--- config.mk ---
export PLATFORM = sky130hd
export DESIGN_NAME = rbd_divider
export DESIGN_NICKNAME = d
export VERILOG_FILES = /design/src/design/rbd_pkg.sv /design/src/design/rbd_divider.sv
export SDC_FILE = /design/constraint.sdc
export NUM_CORES = 1
export LEC_CHECK = 0
export BUFFER_PORTS_ARGS = -buffer_cell sky130_fd_sc_hd__buf_4
export CAP_MARGIN = 20
export CORE_ASPECT_RATIO = 0.6
export CORE_MARGIN = 2
export CORE_UTILIZATION = 53
export CTS_CLUSTER_DIAMETER = 150
export DETAILED_ROUTE_END_ITERATION = 8
export GPL_TIMING_DRIVEN = 0
export PLACE_DENSITY = 0.76
export SLEW_MARGIN = 30
export SYNTH_ARGS = -nofsm -noshare
export SYNTH_HDL_FRONTEND = slang
export SYNTH_SLANG_ARGS = --single-unit
--- constraint.sdc ---
create_clock -name clk -period 6 [get_ports clk]
set_clock_uncertainty 0.15 [all_clocks]
set_input_delay 0.6 -clock clk [delete_from_list [all_inputs] [get_ports clk]]
set_output_delay 0.6 -clock clk [all_outputs]
set_load 0.01 [all_outputs]
--- src/design/rbd_pkg.sv ---
// rbd_pkg: shared constants and types for the RGB box downscaler.
// No dependencies.
`timescale 1ns / 1ps
package rbd_pkg;
  localparam int MAX_OUT_WIDTH_D = 1024;
  localparam int MAX_FACTOR_D = 16;
  localparam int MAX_IN_DIM_D = 4096;
  localparam int CFG_W = 13;
  localparam int SUM_W = 8 + 2 * $clog2(MAX_FACTOR_D);

  typedef enum logic [2:0] {
    REG_HFACTOR = 3'd0,
    REG_VFACTOR = 3'd1,
    REG_IN_WIDTH = 3'd2,
    REG_IN_HEIGHT = 3'd3,
    REG_OUT_WIDTH = 3'd4
  } reg_index_t;

  typedef enum logic [1:0] {
    DIV_IDLE = 2'd0,
    DIV_RUN = 2'd1,
    DIV_DONE = 2'd2
  } div_state_t;

  typedef struct packed {
    logic [SUM_W-1:0] red;
    logic [SUM_W-1:0] green;
    logic [SUM_W-1:0] blue;
    logic [SUM_W-1:0] den;
    logic last;
  } div_req_t;
endpackage

--- src/design/rbd_divider.sv ---
// rbd_divider: restoring divider for three channel sums, one quotient bit per cycle.
// Depends on rbd_pkg.
`timescale 1ns / 1ps
module rbd_divider import rbd_pkg::*; (
  input  logic clk,
  input  logic rst,
  input  logic start,
  input  div_req_t req,
  output logic busy,
  output logic done,
  input  logic take,
  output logic [7:0] red_q,
  output logic [7:0] green_q,
  output logic [7:0] blue_q,
  output logic last
);
  localparam int CW = $clog2(SUM_W + 1);
  div_state_t state, state_next;
  logic [CW-1:0] count;
  logic [SUM_W-1:0] num [3];
  logic [SUM_W-1:0] rem [3];
  logic [SUM_W-1:0] den;
  logic [SUM_W:0] trial [3];

  always_comb begin
    state_next = state;
    case (state)
      DIV_IDLE: if (start) state_next = DIV_RUN;
      DIV_RUN: if (count == CW'(SUM_W - 1)) state_next = DIV_DONE;
      DIV_DONE: if (take) state_next = DIV_IDLE;
      default: state_next = DIV_IDLE;
    endcase
  end

  always_comb begin
    busy = (state != DIV_IDLE);
    done = (state == DIV_DONE);
  end

  always_comb begin
    for (int c = 0; c < 3; c++)
      trial[c] = {rem[c], num[c][SUM_W-1]} - {1'b0, den};
  end

  always_ff @(posedge clk) begin
    if (rst) begin
      state <= DIV_IDLE;
    end else begin
      state <= state_next;
    end
    if (state == DIV_IDLE && start) begin
      num[0] <= req.red;
      num[1] <= req.green;
      num[2] <= req.blue;
      for (int c = 0; c < 3; c++) rem[c] <= '0;
      den <= req.den;
      last <= req.last;
      count <= '0;
    end else if (state == DIV_RUN) begin
      count <= count + 1'b1;
      for (int c = 0; c < 3; c++) begin
        if (!trial[c][SUM_W]) begin
          rem[c] <= trial[c][SUM_W-1:0];
          num[c] <= {num[c][SUM_W-2:0], 1'b1};
        end else begin
          rem[c] <= {rem[c][SUM_W-2:0], num[c][SUM_W-1]};
          num[c] <= {num[c][SUM_W-2:0], 1'b0};
        end
      end
    end
  end

  assign red_q = num[0][7:0];
  assign green_q = num[1][7:0];
  assign blue_q = num[2][7:0];
endmodule

==> results.sh <==
export IMPL_outcome="completed"
export IMPL_yosysWarnings=0
export IMPL_synth_nets=857
export IMPL_cts_root_buffer="clkbuf_16"
export IMPL_layout_cells_non_filler=1059
export IMPL_dp_cells=1027
export IMPL_crit_arrival_ns=3.61
export IMPL_syn_inst=735
export IMPL_place_port_buffers=95
export IMPL_synth_seq_cells=120
export IMPL_cts_buffers=17
export IMPL_whs_path_depth=2
export IMPL_required_ns=6.00
export IMPL_cellLeakagePower_nw=4.10
export IMPL_wl_um=18100
export IMPL_hold_class="input port to flip-flop"
export IMPL_place_congestion=0.943
export IMPL_synthToLayoutAreaGrowth_pct=22.8
export IMPL_initial_core_util_pct=54.9
export IMPL_path_class="flip-flop to flip-flop"
export IMPL_grt_max_degree=27
export IMPL_yosys_top_cells_area="edfxtp_1 (44%), ha_1 (8.2%), nand2_1 (5.8%)"
export IMPL_h_tree_depth=4
export IMPL_synth_area_um2=7590
export IMPL_insertion_delay_ns=0.42
export IMPL_synth_top_area_cell="edfxtp_1"
export IMPL_ys_seq_area_share_pct=46.4
export IMPL_wl_per_cell_um=17.1
export IMPL_yosysMostFrequentCell="nand2_1"
export IMPL_tightest_slew_ns=0.777
export IMPL_maxCapViolations=0
export IMPL_fin_setup_tns_ns=0
export IMPL_route_detailed_drc=0
export IMPL_rr_worst_depth=11
export IMPL_rsz0062_at_grt="no"
export IMPL_synthArstFlopShare_pct=0
export IMPL_diodes=0
export IMPL_hold_buffers=0
export IMPL_cts_setup_buffers=0
export IMPL_grt_pass1_vias=5695
export IMPL_cp_max_fo=10
export IMPL_cts_sinks=120
export IMPL_drtAntennaViolNets=0
export IMPL_cp_end_kind="flip-flop"
export IMPL_antenna_found_initial=0
export IMPL_io_pins=96
export IMPL_fin_crit_sh_pct=60.2
export IMPL_drt_first_pass_iters=5
export IMPL_ir_drop_mv=0.228
export IMPL_synth_top_area_share_pct=44.3
export IMPL_layout_nets=976
export IMPL_synth_edff_count=112
export IMPL_viasPerCell=5.59
export IMPL_coreArea_um2=13800
export IMPL_grt_util_all_layers_pct=24.4
export IMPL_power_w=0.00330
export IMPL_setup_viol=0
export IMPL_hold_viol_final=0
export IMPL_clk_pin_slew_ns=0.06
export IMPL_crit_path_start_kind="flip-flop"
export IMPL_cts_tree="built"
export IMPL_die_h_um=96.7
export IMPL_synth_common_cells="nand2_1 (117), edfxtp_1 (112), nor2_1 (78)"
export IMPL_die_x_um=159
export IMPL_hpwl_um=13100
export IMPL_via_count=5919
export IMPL_cp_cell_sequence="ha_1, fa_1, nor2b_1, o31a_1, o211ai_2, a21bo_1, and4_4, nor4_4, buf_6, mux2i_1, nor2_1"
export IMPL_drive_above_1_share_pct=22.0
export IMPL_slew_violations=0
export IMPL_synth_top_flop_cell="edfxtp_1"
export IMPL_fin_crit_ns=3.61
export IMPL_grt_ovfl_total=0
export IMPL_cp_slowest_cell="nor4_4"
export IMPL_dieArea_um2=15300
export IMPL_grt_pass1_wl_um=29100
export IMPL_synth_avg_cell_area_um2=10.3
export IMPL_clk_path_buf_depth=2
export IMPL_setup_slack_ns=2.39
export IMPL_relSlewSlack_pct=48.2
export IMPL_cts_resized=0
export IMPL_num_rows=33
export IMPL_powerDensity_nw_per_um2=354
export IMPL_drtIter0Drc=599
export IMPL_slowest_delay_ns=0.49
export IMPL_fmax_mhz=277
export IMPL_dp_slack_ns=2.42
export IMPL_ys_types=72
==> per-stage QoR <==
stage	utilization [%]	cell area (um^2)	hold WS (ns)
6_report	67.4	9330	0.192
5_1_grt	67.4	9330	0.182
4_1_cts	67.4	9330	0.181
3_5_place_dp	63.0	8710	0.332
2_1_floorplan	-	7590	0.304
3_3_place_gp	61.8	8550	0.317
==> layer usage <==
layer	share of wire (%)	routed length (um)	up-vias	track usage, %
met5	0	0	-	0
met4	0.72	130	0	5.27
met3	6.9	1250	18	6.14
met2	45	8100	219	36.6
met1	48	8590	2818	35.8
li1	-	-	2864	-
==> report_power, final <==
| part | internal [W] | total [W] | switching, W |
|---|---|---|---|
| clock network | 0.000664 | 0.00109 | 0.000424 |
| registers | 0.00106 | 0.00112 | 0.0000608 |
| logic | 0.000503 | 0.00109 | 0.000591 |
==> sequential cells by signal (all words and copies together), names as in the netlist <==
register  flops
count         5
num          48
state         2
den          16
rem          48
last          1
==> layout by cell type, fill, tap and decap left out, drive strengths merged, types with 8 or more instances in the layout <==
master / count
a211oi: 9
o21a: 12
dfxtp: 8
o21ai: 25
nand2: 118
ha: 50
a22o: 15
nand3: 9
nor2: 78
buf: 132
inv: 39
xnor2: 26
edfxtp: 112
clkbuf: 35
mux2i: 37
a31oi: 8
a21oi: 41
and3: 10
nor2b: 12
a21o: 11
xor2: 11
==> layout make-up <==
cell class              count  area [um^2]
fillers                  1036         4510
inverters                  33          124
flip-flops and latches    120         3520
repair buffers            100          851
plain buffers              50          332
multi-input cells         532         3640
well taps                 192          240
clock inverters            15          191
clock buffers              17          425
==> cells by family (layout without fill, tap and decap cells) <==
logic type | Yosys count | count (layout) | synth area share (%)
buffers and inverters | 83 | 215 | 5.98
adders and majority gates | 53 | 53 | 9.03
and+or+nand+nor | 254 | 254 | 14.8
xor gates and xnor gates | 37 | 37 | 4.46
DFF | 120 | 120 | 46.4
AOI/OAI and AO/OA | 151 | 151 | 14.5
muxes | 37 | 37 | 4.88
==> path summary, 6_finish.rpt <==
path	from	slack, ns	end
worst max-delay path	den[0]	2.39	rem[0][4]
worst min-delay path	rst	0.19	state[0]
worst max register to register	den[0]	2.39	rem[0][4]
worst min register to register	count[1]	0.36	count[1]
==> worst max-delay path: cells and delay by family, from the launching register on <==
family | cells | cell delay, ns
compound gates | 3 | 0.59
fa+ha+maj | 2 | 0.70
buf+inv | 1 | 0.26
flops | 1 | 0.47
mux | 1 | 0.24
simple gates | 4 | 0.93
Note: power is estimated with default switching activity, not from simulation.
